### src/hw/rtl/dtpc_pkg.sv
`timescale 1ns / 1ps

package dtpc_pkg;

  // Register indexes on the configuration port.
  localparam logic [2:0] REG_IMAGE_WIDTH     = 3'd0;
  localparam logic [2:0] REG_SAMPLE_INTERVAL = 3'd1;
  localparam logic [2:0] REG_DEPTH_LIMIT     = 3'd2;
  localparam logic [2:0] REG_CENTER_X        = 3'd3;
  localparam logic [2:0] REG_CENTER_Y        = 3'd4;
  localparam logic [2:0] REG_INV_FOCAL_X     = 3'd5;
  localparam logic [2:0] REG_INV_FOCAL_Y     = 3'd6;
  localparam logic [2:0] REG_INV_DEPTH_SCALE = 3'd7;

  localparam int CFG_ADDR_W = 3;
  localparam int CFG_DATA_W = 32;

  // Raster limits.
  localparam logic [12:0] MAX_WIDTH  = 13'd4096;
  localparam logic [12:0] MAX_HEIGHT = 13'd4096;

  // Register reset values.
  localparam logic [12:0] RST_IMAGE_WIDTH     = 13'd640;
  localparam logic [7:0]  RST_SAMPLE_INTERVAL = 8'd1;
  localparam logic [15:0] RST_DEPTH_LIMIT     = 16'd65535;
  localparam logic [15:0] RST_CENTER_X        = 16'd5120;
  localparam logic [15:0] RST_CENTER_Y        = 16'd3840;
  localparam logic [23:0] RST_INV_FOCAL_X     = 24'd32768;
  localparam logic [23:0] RST_INV_FOCAL_Y     = 24'd32768;
  localparam logic [31:0] RST_INV_DEPTH_SCALE = 32'd4294967;

  // Operand selections of the shared multiplier.
  localparam logic [2:0] MS_Z  = 3'd0;  // depth times depth scale
  localparam logic [2:0] MS_TX = 3'd1;  // column offset times z
  localparam logic [2:0] MS_AX = 3'd2;  // upper part of t times 1/fx
  localparam logic [2:0] MS_BX = 3'd3;  // lower part of t times 1/fx
  localparam logic [2:0] MS_TY = 3'd4;  // row offset times z
  localparam logic [2:0] MS_AY = 3'd5;  // upper part of t times 1/fy
  localparam logic [2:0] MS_BY = 3'd6;  // lower part of t times 1/fy

  typedef struct packed {
    logic [15:0] depth_raw;
    logic [7:0]  blue;
    logic [7:0]  green;
    logic [7:0]  red;
    logic        frame_start;
  } in_t;

  typedef struct packed {
    logic signed [31:0] point_x;
    logic signed [31:0] point_y;
    logic [30:0]        point_z;
    logic [7:0]         out_blue;
    logic [7:0]         out_green;
    logic [7:0]         out_red;
  } out_t;

  typedef struct packed {
    logic       accept;
    logic [2:0] mul_sel;
    logic       ld_z;
    logic       ld_t;
    logic       ld_a;
    logic       ld_x;
    logic       ld_out;
  } cmd_t;

  typedef struct packed {
    logic kept;
  } sts_t;

endpackage

### src/hw/rtl/dtpc_datapath.sv
`timescale 1ns / 1ps

module dtpc_datapath (
  input  logic                              clk,
  input  logic                              rst_n,
  input  logic                              cfg_we,
  input  logic [dtpc_pkg::CFG_ADDR_W-1:0]   cfg_addr,
  input  logic [dtpc_pkg::CFG_DATA_W-1:0]   cfg_wdata,
  input  dtpc_pkg::in_t                     in_data,
  input  dtpc_pkg::cmd_t                    cmd,
  output dtpc_pkg::sts_t                    sts,
  output dtpc_pkg::out_t                    out_data
);
  import dtpc_pkg::*;

  // Configuration registers.
  logic [12:0] image_width_r;
  logic [7:0]  sample_interval_r;
  logic [15:0] depth_limit_r;
  logic [15:0] center_x_r;
  logic [15:0] center_y_r;
  logic [23:0] inv_focal_x_r;
  logic [23:0] inv_focal_y_r;
  logic [31:0] inv_depth_scale_r;

  // Raster position.
  logic [11:0] col_r, row_r;
  logic [7:0]  cph_r, rph_r;
  logic [11:0] col_nxt, row_nxt;
  logic [7:0]  cph_nxt, rph_nxt;
  logic [11:0] col_cur, row_cur;
  logic [7:0]  cph_cur, rph_cur;
  logic [12:0] width_eff;
  logic [7:0]  interval_eff;
  logic [12:0] col_inc, row_inc;
  logic [8:0]  cph_inc, rph_inc;
  logic [15:0] pos_x, pos_y;

  // Captured pixel and arithmetic registers.
  logic [15:0] depth_r;
  logic [7:0]  blue_r, green_r, red_r;
  logic [15:0] mdx_r, mdy_r;
  logic        negx_r, negy_r;
  logic [23:0] mul_a;
  logic [31:0] mul_b;
  logic [47:0] prod_r;
  logic [31:0] zfull_r;
  logic [23:0] t_r;
  logic [47:0] a_r;
  logic [31:0] x_r;
  logic [48:0] comb_lo;
  logic [44:0] comb_mag;
  logic        comb_neg;
  logic [31:0] comb_sat;
  out_t        out_r;

  always_ff @(posedge clk) begin
    if (!rst_n) begin
      image_width_r     <= RST_IMAGE_WIDTH;
      sample_interval_r <= RST_SAMPLE_INTERVAL;
      depth_limit_r     <= RST_DEPTH_LIMIT;
      center_x_r        <= RST_CENTER_X;
      center_y_r        <= RST_CENTER_Y;
      inv_focal_x_r     <= RST_INV_FOCAL_X;
      inv_focal_y_r     <= RST_INV_FOCAL_Y;
      inv_depth_scale_r <= RST_INV_DEPTH_SCALE;
    end else if (cfg_we) begin
      case (cfg_addr)
        REG_IMAGE_WIDTH:     image_width_r     <= cfg_wdata[12:0];
        REG_SAMPLE_INTERVAL: sample_interval_r <= cfg_wdata[7:0];
        REG_DEPTH_LIMIT:     depth_limit_r     <= cfg_wdata[15:0];
        REG_CENTER_X:        center_x_r        <= cfg_wdata[15:0];
        REG_CENTER_Y:        center_y_r        <= cfg_wdata[15:0];
        REG_INV_FOCAL_X:     inv_focal_x_r     <= cfg_wdata[23:0];
        REG_INV_FOCAL_Y:     inv_focal_y_r     <= cfg_wdata[23:0];
        REG_INV_DEPTH_SCALE: inv_depth_scale_r <= cfg_wdata[31:0];
        default: ;
      endcase
    end
  end

  // A frame start puts the current pixel at the origin.
  assign col_cur = in_data.frame_start ? 12'd0 : col_r;
  assign row_cur = in_data.frame_start ? 12'd0 : row_r;
  assign cph_cur = in_data.frame_start ? 8'd0  : cph_r;
  assign rph_cur = in_data.frame_start ? 8'd0  : rph_r;

  assign width_eff = (image_width_r == 13'd0) ? 13'd1 :
                     (image_width_r > MAX_WIDTH) ? MAX_WIDTH : image_width_r;
  assign interval_eff = (sample_interval_r == 8'd0) ? 8'd1 : sample_interval_r;

  assign col_inc = {1'b0, col_cur} + 13'd1;
  assign row_inc = {1'b0, row_cur} + 13'd1;
  assign cph_inc = {1'b0, cph_cur} + 9'd1;
  assign rph_inc = {1'b0, rph_cur} + 9'd1;

  always_comb begin
    col_nxt = col_inc[11:0];
    cph_nxt = (cph_inc >= {1'b0, interval_eff}) ? 8'd0 : cph_inc[7:0];
    row_nxt = row_cur;
    rph_nxt = rph_cur;
    if (col_inc >= width_eff) begin
      col_nxt = 12'd0;
      cph_nxt = 8'd0;
      if (row_inc >= MAX_HEIGHT) begin
        row_nxt = 12'd0;
        rph_nxt = 8'd0;
      end else begin
        row_nxt = row_inc[11:0];
        rph_nxt = (rph_inc >= {1'b0, interval_eff}) ? 8'd0 : rph_inc[7:0];
      end
    end
  end

  always_ff @(posedge clk) begin
    if (!rst_n) begin
      col_r <= 12'd0;
      row_r <= 12'd0;
      cph_r <= 8'd0;
      rph_r <= 8'd0;
    end else if (cmd.accept) begin
      col_r <= col_nxt;
      row_r <= row_nxt;
      cph_r <= cph_nxt;
      rph_r <= rph_nxt;
    end
  end

  assign sts.kept = (cph_cur == 8'd0) && (rph_cur == 8'd0) &&
                    (in_data.depth_raw != 16'd0) && (in_data.depth_raw < depth_limit_r);

  // Signed Q12.4 offsets from the principal point, kept as sign and magnitude.
  assign pos_x = {col_cur, 4'b0000};
  assign pos_y = {row_cur, 4'b0000};

  always_ff @(posedge clk) begin
    if (cmd.accept) begin
      depth_r <= in_data.depth_raw;
      blue_r  <= in_data.blue;
      green_r <= in_data.green;
      red_r   <= in_data.red;
      negx_r  <= center_x_r > pos_x;
      mdx_r   <= (center_x_r > pos_x) ? center_x_r - pos_x : pos_x - center_x_r;
      negy_r  <= center_y_r > pos_y;
      mdy_r   <= (center_y_r > pos_y) ? center_y_r - pos_y : pos_y - center_y_r;
    end
  end

  // Shared multiplier; every product here stays below 2^48.
  always_comb begin
    case (cmd.mul_sel)
      MS_Z: begin
        mul_a = {8'd0, depth_r};
        mul_b = inv_depth_scale_r;
      end
      MS_TX: begin
        mul_a = {8'd0, mdx_r};
        mul_b = prod_r[47:16];
      end
      MS_AX: begin
        mul_a = prod_r[47:24];
        mul_b = {8'd0, inv_focal_x_r};
      end
      MS_BX: begin
        mul_a = t_r;
        mul_b = {8'd0, inv_focal_x_r};
      end
      MS_TY: begin
        mul_a = {8'd0, mdy_r};
        mul_b = zfull_r;
      end
      MS_AY: begin
        mul_a = prod_r[47:24];
        mul_b = {8'd0, inv_focal_y_r};
      end
      MS_BY: begin
        mul_a = t_r;
        mul_b = {8'd0, inv_focal_y_r};
      end
      default: begin
        mul_a = 24'd0;
        mul_b = 32'd0;
      end
    endcase
  end

  always_ff @(posedge clk) begin
    prod_r <= 48'({32'd0, mul_a} * {24'd0, mul_b});
    if (cmd.ld_z) zfull_r <= prod_r[47:16];
    if (cmd.ld_t) t_r <= prod_r[23:0];
    if (cmd.ld_a) a_r <= prod_r;
    if (cmd.ld_x) x_r <= comb_sat;
  end

  // (a * 2^24 + b) >> 28, then the sign and the 32-bit saturation.
  assign comb_lo  = {21'd0, a_r[3:0], 24'd0} + {1'b0, prod_r};
  assign comb_mag = {1'b0, a_r[47:4]} + {24'd0, comb_lo[48:28]};
  assign comb_neg = cmd.ld_x ? negx_r : negy_r;

  always_comb begin
    if (!comb_neg) begin
      comb_sat = (|comb_mag[44:31]) ? 32'h7FFF_FFFF : {1'b0, comb_mag[30:0]};
    end else begin
      comb_sat = (|comb_mag[44:31]) ? 32'h8000_0000 : 32'd0 - {1'b0, comb_mag[30:0]};
    end
  end

  always_ff @(posedge clk) begin
    if (cmd.ld_out) begin
      out_r.point_x   <= x_r;
      out_r.point_y   <= comb_sat;
      out_r.point_z   <= zfull_r[31] ? 31'h7FFF_FFFF : zfull_r[30:0];
      out_r.out_blue  <= blue_r;
      out_r.out_green <= green_r;
      out_r.out_red   <= red_r;
    end
  end

  assign out_data = out_r;

endmodule

### src/hw/rtl/dtpc_ctrl.sv
`timescale 1ns / 1ps

module dtpc_ctrl (
  input  logic            clk,
  input  logic            rst_n,
  input  logic            in_valid,
  output logic            in_ready,
  output logic            out_valid,
  input  logic            out_ready,
  input  dtpc_pkg::sts_t  sts,
  output dtpc_pkg::cmd_t  cmd
);
  import dtpc_pkg::*;

  localparam logic [3:0] S_IDLE = 4'd0;
  localparam logic [3:0] S_MZ   = 4'd1;
  localparam logic [3:0] S_TX   = 4'd2;
  localparam logic [3:0] S_AX   = 4'd3;
  localparam logic [3:0] S_BX   = 4'd4;
  localparam logic [3:0] S_TY   = 4'd5;
  localparam logic [3:0] S_AY   = 4'd6;
  localparam logic [3:0] S_BY   = 4'd7;
  localparam logic [3:0] S_DONE = 4'd8;

  logic [3:0] state_r, state_nxt;
  logic       out_valid_r, out_valid_nxt;
  logic       accept;

  assign in_ready  = (state_r == S_IDLE);
  assign out_valid = out_valid_r;
  assign accept    = in_valid && in_ready;

  always_comb begin
    state_nxt     = state_r;
    out_valid_nxt = out_valid_r && !out_ready;
    cmd           = '0;
    cmd.accept    = accept;
    cmd.mul_sel   = MS_Z;
    case (state_r)
      S_IDLE: begin
        if (accept && sts.kept) state_nxt = S_MZ;
      end
      S_MZ: begin
        cmd.mul_sel = MS_Z;
        state_nxt   = S_TX;
      end
      S_TX: begin
        cmd.mul_sel = MS_TX;
        cmd.ld_z    = 1'b1;
        state_nxt   = S_AX;
      end
      S_AX: begin
        cmd.mul_sel = MS_AX;
        cmd.ld_t    = 1'b1;
        state_nxt   = S_BX;
      end
      S_BX: begin
        cmd.mul_sel = MS_BX;
        cmd.ld_a    = 1'b1;
        state_nxt   = S_TY;
      end
      S_TY: begin
        cmd.mul_sel = MS_TY;
        cmd.ld_x    = 1'b1;
        state_nxt   = S_AY;
      end
      S_AY: begin
        cmd.mul_sel = MS_AY;
        cmd.ld_t    = 1'b1;
        state_nxt   = S_BY;
      end
      S_BY: begin
        cmd.mul_sel = MS_BY;
        cmd.ld_a    = 1'b1;
        state_nxt   = S_DONE;
      end
      S_DONE: begin
        // The last product is recomputed each cycle so y stays put while the output waits.
        cmd.mul_sel = MS_BY;
        if (!out_valid_r || out_ready) begin
          cmd.ld_out    = 1'b1;
          out_valid_nxt = 1'b1;
          state_nxt     = S_IDLE;
        end
      end
      default: state_nxt = S_IDLE;
    endcase
  end

  always_ff @(posedge clk) begin
    if (!rst_n) begin
      state_r     <= S_IDLE;
      out_valid_r <= 1'b0;
    end else begin
      state_r     <= state_nxt;
      out_valid_r <= out_valid_nxt;
    end
  end

  a_kept_starts: assert property (@(posedge clk) disable iff (!rst_n)
    (accept && sts.kept) |=> (state_r == S_MZ))
    else $error("kept request did not start the multiply sequence");

  a_seq_length: assert property (@(posedge clk) disable iff (!rst_n)
    (state_r == S_MZ) |-> ##7 (state_r == S_DONE))
    else $error("multiply sequence did not reach the final step in time");

  a_out_source: assert property (@(posedge clk) disable iff (!rst_n)
    $rose(out_valid_r) |-> ($past(state_r) == S_DONE))
    else $error("result raised outside the final step");

  a_done_free: assert property (@(posedge clk) disable iff (!rst_n)
    (state_r == S_DONE && !out_valid_r) |=> (state_r == S_IDLE && out_valid_r))
    else $error("final step stalled with a free output register");

endmodule

### src/hw/rtl/depth_to_point_cloud.sv
`timescale 1ns / 1ps
// A kept pixel's point is offered on out_valid once the controller's S_DONE loads the output register.
// A dropped pixel leaves in_ready high for the next pixel; a kept pixel holds the input
// through the seven products that share one multiplier, plus a wait while the output is full.
// Reset (rst_n, synchronous, active low) loads the register defaults, zeroes the raster
// position and empties the output register.

module depth_to_point_cloud (
  input  logic                              clk,
  input  logic                              rst_n,
  input  logic                              cfg_we,
  input  logic [dtpc_pkg::CFG_ADDR_W-1:0]   cfg_addr,
  input  logic [dtpc_pkg::CFG_DATA_W-1:0]   cfg_wdata,
  input  logic                              in_valid,
  output logic                              in_ready,
  input  dtpc_pkg::in_t                     in_data,
  output logic                              out_valid,
  input  logic                              out_ready,
  output dtpc_pkg::out_t                    out_data
);
  import dtpc_pkg::*;

  // The controller steps through the multiply sequence and owns both handshakes.
  // The datapath holds the registers, the raster position, the shared multiplier
  // and the output register. Only commands and the keep decision pass between them.
  cmd_t cmd;
  sts_t sts;

  dtpc_ctrl u_ctrl (
    .clk       (clk),
    .rst_n     (rst_n),
    .in_valid  (in_valid),
    .in_ready  (in_ready),
    .out_valid (out_valid),
    .out_ready (out_ready),
    .sts       (sts),
    .cmd       (cmd)
  );

  // Every accepted request advances the raster position, kept or not. A kept
  // pixel computes z first, then x and y, each as (offset * z) times the focal
  // reciprocal, split into two 24-bit halves so no product exceeds 48 bits.
  dtpc_datapath u_datapath (
    .clk       (clk),
    .rst_n     (rst_n),
    .cfg_we    (cfg_we),
    .cfg_addr  (cfg_addr),
    .cfg_wdata (cfg_wdata),
    .in_data   (in_data),
    .cmd       (cmd),
    .sts       (sts),
    .out_data  (out_data)
  );

endmodule
### config.mk
export PLATFORM = sky130hd
export DESIGN_NAME = depth_to_point_cloud
export DESIGN_NICKNAME = d
export VERILOG_FILES = /design/src/hw/rtl/dtpc_pkg.sv /design/src/hw/rtl/dtpc_datapath.sv /design/src/hw/rtl/dtpc_ctrl.sv /design/src/hw/rtl/depth_to_point_cloud.sv
export SDC_FILE = /design/constraint.sdc
export NUM_CORES = 2
export LEC_CHECK = 0
export ABC_CLOCK_PERIOD_IN_PS = 12670
export CORE_MARGIN = 10
export CORE_UTILIZATION = 49
export CTS_BUF_LIST = sky130_fd_sc_hd__clkbuf_16
export DETAILED_ROUTE_END_ITERATION = 8
export DONT_BUFFER_PORTS = 1
export GPL_TIMING_DRIVEN = 0
export HOLD_SLACK_MARGIN = 0.03
export PLACE_DENSITY_LB_ADDON = 0.08
export SYNTH_ARGS = -nofsm -noshare
export SYNTH_HDL_FRONTEND = slang
export SYNTH_SLANG_ARGS = --single-unit
### constraint.sdc
create_clock -name clk -period 12.67 [get_ports clk]
set_clock_uncertainty 0.05 [all_clocks]
set_input_delay 2.534 -clock clk [delete_from_list [all_inputs] [get_ports clk]]
set_output_delay 2.534 -clock clk [all_outputs]
set_load 0.02 [all_outputs]
# After elaboration in Yosys (flattened, before gate mapping)
# Cells that the tools add are included.
# word_totals
regBits	571
input_bits	81
output_inout_bits	121
word_cells	145
# classes
addsub	11
multipliers	1
magnitude_cmp	8
eq_ne	23
muxes	35
reduce_logical	34
# op_table
operator	n
32-bit case mux with 5 select lines	1
24-bit case mux with 5 select lines	1
32-bit 2-to-1 mux	2
8-bit 2-to-1 mux	8
16-bit subtractor	4
12-bit 2-to-1 mux	5
28-bit by 48-bit adder with 49-bit output	1
24-bit by 32-bit multiplier with 48-bit output	1
44-bit by 21-bit adder with 45-bit output	1
4-bit case mux with 9 select lines	1
16-bit > comparator	2
16-bit 2-to-1 mux	2
1-bit by 31-bit subtractor with 32-bit output (first input constant)	1
31-bit 2-to-1 mux	1
12-bit by 1-bit adder with 13-bit output (second input constant)	2
13-bit 2-to-1 mux	2
8-bit logical NOT	3
3-bit equality test (second input constant)	7
8-bit by 1-bit adder with 9-bit output (second input constant)	2
9-bit by 8-bit >= comparator with 1-bit output	2
3-bit case mux with 6 select lines	1
2-bit AND reduction	9
4-bit by 3-bit equality test with 1-bit output (second input constant)	4
16-bit < comparator	1
other kinds (21)	48

# Depth between registers and ports, before layout
# depth
depth_word	8
ltp_mapped	36
mapped_depth_nobuf	32

# Cells and area by module
# From an unflattened synthesis, not the netlist that was laid out.
# unflattened
hier_cells	5263
area_unflattened_um2	49244.7
# modules_own_cells
mod	instances	cells_per_inst	area_per_inst_um2	seq_area_each_um2
dtpc_datapath	1	5224	48911.9	14624.0
dtpc_ctrl	1	39	332.8	100.1

# Worst setup path after synthesis
# OpenSTA, ideal clock, no wires.
# synth_timing
path_type	register -> register
start	register u_ctrl.state_r[2]
end	register u_datapath.prod_r[47]
setup_time_ns	0.131
arrival_ns	9.718
required_ns	12.489
setup_slack_ns	2.771
stages_incl_launch_ff	36
path_buffers	4
period_less_slack_ns	9.899
path_cell_list	dfxtp_1 clkbuf_1 nor2b_1 and2_1 or2_2 clkbuf_1 clkbuf_1 a22oi_1 nand2_1 clkbuf_1 nand2_1 fa_1 inv_1 fa_1 inv_1 fa_1 inv_1 fa_1 inv_1 fa_1 inv_1 fa_1 inv_1 fa_1 inv_1 ha_1 a21oi_1 o21ai_0 a221oi_1 o21ai_0 a31oi_1 o21a_1 nor3_1 o41ai_1 o311ai_0 xnor2_1
# synth_between
elab_chain_cells	7
elab_cells_between_ends	23
classes_between	mul: 1; eq/ne: 13; mux: 3; reduce/logical: 6
# synth_rtl
item	line_no	text
start, declared	dtpc_ctrl.sv:25	logic [3:0] state_r, state_nxt;
start signal, assigned	dtpc_ctrl.sv:95	state_r <= state_nxt;
4-bit by 3-bit equality test with 1-bit output or 4-bit equality test (tied branches)	dtpc_ctrl.sv:39	case (state_r)
2-bit OR reduction (no line)	--	
3-bit case mux with 6 select lines (*)	dtpc_ctrl.sv:39	
3-bit by 2-bit equality test with 1-bit output or 3-bit equality test (tied branches)	dtpc_datapath.sv:151	case (cmd.mul_sel)
2-bit OR reduction (no line)	--	
24-bit case mux with 5 select lines or 32-bit case mux with 5 select lines (tied branches)	dtpc_datapath.sv:151	
24-bit by 32-bit multiplier with 48-bit output (*)	dtpc_datapath.sv:188	prod_r <= 48'({32'd0, mul_a} * {24'd0, mul_b});
end signal, assigned	dtpc_datapath.sv:188	
end, declared	dtpc_datapath.sv:46	logic [47:0] prod_r;
# Mark *: on every way between the ends. The rest lies on a longest branch, timed or not.
# A chain may end at the register's enable or synchronous reset.

# Worst setup path after layout
# Same ends and word-level chain as after synthesis.

==> results_dict.tcl <==
set metrics [dict create \
    status "finished clean" \
    r2r_slack_ns 0.41 \
    rsz0062_at_grt "no" \
    worstPathMaxFanout 10 \
    grt_max_degree 68 \
    cts_sinks 571 \
    cts_tree "done" \
    ys.flop_type "edfxtp_1" \
    maxCapViolCount 0 \
    area_growth_pct 8.58 \
    hold_path.class "register to register" \
    pin_count 202 \
    route.detailed.drc 0 \
    synthSimpleGateAreaFrac 0.152 \
    ff2ff_path_depth 35 \
    ys_ff_latch 571 \
    drive_gt1_frac 0.0402 \
    ys_seq_area_frac 0.298 \
    globalplace.congestion 1.01 \
    arrival_ns 12.74 \
    core_region_area_um2 100000 \
    max_freq_mhz 81.5 \
    cp_data_required_time_ns 13.14 \
    finalWorstSetupSlack_ns 0.407 \
    yosysUniqueCellTypes 88 \
    die-height_um 338 \
    period_share 0.968 \
    worstSkewPairLatency_ns 0.66 \
    grt_antenna_before_repair 7 \
    ys_warn_count 0 \
    path_delay_family "compound AO/OA/AOI/OAI gates" \
    synth_edf_count 329 \
    gr-usage-all-layers 0.302 \
    setup.worst_path.end "u_datapath.prod_r[47]" \
    syn_area_um2 49400 \
    cts-root-buf "clkbuf_16" \
    cp-start-kind "register" \
    drtAntennaViolNets 0 \
    synth-compound-area-share 0.107 \
    critical_path_depth 35 \
    holdBufCountCts 0 \
    slowest_stage "clkbuf_1" \
    critical_path_class "register to register" \
    die_w_um 338 \
    synth_cells 5290 \
    dr_total_vias 38800 \
    end_kind "register" \
    reg2reg_to "u_datapath.prod_r[47]" \
    io_buffers 0 \
    synthAdderAreaFrac 0.323 \
    cts.clk_slew.worst_paths_ns 0.07 \
    cts_buffer_depth 3 \
    hpwlAfterDp_um 139000 \
    routed_wl_um 171000 \
    drt_iter0_markers 3965 \
    slew_viol_final 0 \
    critPathLaunch "u_ctrl.state_r[2]" \
    pre_cts_slack_ns 0.123 \
    grt_pass1_wl_um 254000 \
    tightest_slew_ns 1.50 \
    ctsHtreeMaxLevel 2 \
    synth_top_family_by_area "adder cells" \
    syn_area_per_cell_um2 9.34 \
    layout_common_cells "nand2_1 (982), inv_1 (875), fa_1 (635)" \
    drt_pass1_iterations 6 \
    final_nets 6381 \
    synthXorXnorAreaFrac 0.0275 \
    grt_pass1_vias 38400 \
    dieArea_um2 114000 \
    async_reset_ff_frac 0 \
    muxShareOfSynthArea 0.00724 \
    post_cts_buffers 0 \
    hold_viol_final 0 \
    numCtsBuffers 57 \
    avgRoutedWirePerCell_um 25.3 \
    critPathBufInv 11 \
    final_common_cell "nand2_1" \
    grt_overflow 0 \
    timing.rr.start "u_ctrl.state_r[2]" \
    period_minus_slack_ns 12.26 \
    setup_viol 0 \
    critPathMaxStageDelay_ns 0.75 \
    start_util 0.494 \
    relSlewSlack 0.00279 \
    num_rows 116 \
    viasPerCell 5.74 \
]
## how the worst min path moves through the flow
stage	cells past startpoint	start	end	slack [ns]
4_1_cts	0	u_datapath.red_r[5]	u_datapath.out_data[5]	0.35
3_5_place_dp	0	u_datapath.x_r[24]	u_datapath.out_data[111]	0.35
3_3_place_gp	0	u_datapath.blue_r[3]	u_datapath.out_data[19]	0.35
6_report	0	u_datapath.red_r[5]	u_datapath.out_data[5]	0.36
5_1_grt	0	u_datapath.red_r[5]	u_datapath.out_data[5]	0.36
2_1_floorplan	0	u_datapath.red_r[0]	u_datapath.out_data[0]	0.35
## final cells by class
| cell class | count | area [um2] |
|---|---|---|
| diodes | 3 | 7.51 |
| plain buffers | 248 | 965 |
| clock buffers | 59 | 1480 |
| clock inverters | 49 | 587 |
| fillers | 9363 | 46400 |
| inverters | 873 | 3280 |
| multi-input cells | 3623 | 30600 |
| flip-flops and latches | 571 | 14700 |
| well taps | 1298 | 1620 |
| repair buffers | 31 | 348 |
## per-stage QoR
step	hold slack, ns	cells	TNS, ns	util	instance area [um2]
global placement	0.350	6614	-16.75	0.511	51100
global route	0.355	6752	0	0.536	53600
floorplan	0.350	5316	0	-	49500
finish	0.365	6755	0	0.536	53600
CTS	0.350	6750	0	0.536	53600
detailed placement	0.355	6642	0	0.515	51500
## kinds of logic (layout without fill, tap and decap cells)
kind of cell               count (synthesis)  after routing
adders and majority gates                895            895
buffers and inverters                   1122           1260
muxes                                     35             35
DFF                                      571            571
other                                      2             31
xor gates and xnor gates                 154            154
AOI/OAI and AO/OA                        780            780
and+or+nand+nor                         1731           1731
## layer usage
| layer | up-vias | GRT usage | routed length, um |
|---|---|---|---|
| li1 | 17400 | - | - |
| met1 | 19400 | 0.415 | 71800 |
| met2 | 1725 | 0.453 | 73700 |
| met3 | 339 | 0.0721 | 16500 |
| met4 | 2 | 0.129 | 8590 |
| met5 | - | 0 | 13 |
## synth_stat cells (29+ instances only)
library cell	n	area, um2
o211ai_1	34	255
nand2_1	982	3690
ha_1	260	3250
a21o_1	55	413
a21oi_1	261	1310
nor2b_1	30	188
nor3_1	53	265
fa_1	635	12700
nand4_1	29	181
dfxtp_1	242	4840
o21ai_0	95	475
xnor2_1	97	850
mux2i_1	29	290
clkbuf_1	231	867
a221o_1	33	330
xor2_1	56	490
a221oi_1	35	307
nand3_1	80	400
edfxtp_1	329	9880
a22oi_1	69	518
or2_2	39	244
nor2_1	327	1230
inv_1	872	3270
nand2b_1	44	275
and2_1	39	244
## sequential cells by signal, indices dropped and copies added (netlist names), 24 cells and up
register,cells
u_datapath.zfull_r,32
u_datapath.inv_focal_y_r,24
u_datapath.a_r,48
u_datapath.inv_depth_scale_r,32
u_datapath.t_r,24
u_datapath.prod_r,48
u_datapath.out_data,119
u_datapath.x_r,32
u_datapath.inv_focal_x_r,24
## repair_timing
action / CTS / global route
hold endpoints to repair: 0 / 0
endpoints found under the setup margin: 0 / 6
resized for setup: 0 / 5
## worst reg2reg max path: cells and delay by family, from the launching register on
kind | cells | cell delay, ns
and+or+nand+nor | 5 | 1.08
xor gates and xnor gates | 1 | 0.17
adders and majority gates | 8 | 3.90
AOI/OAI and AO/OA | 10 | 4.18
buffers and inverters | 11 | 2.43
DFF | 1 | 0.31
Power is left out: the tool's default activity adds up to more than one toggle a clock period on the data nets, which glitch-free logic cannot reach.
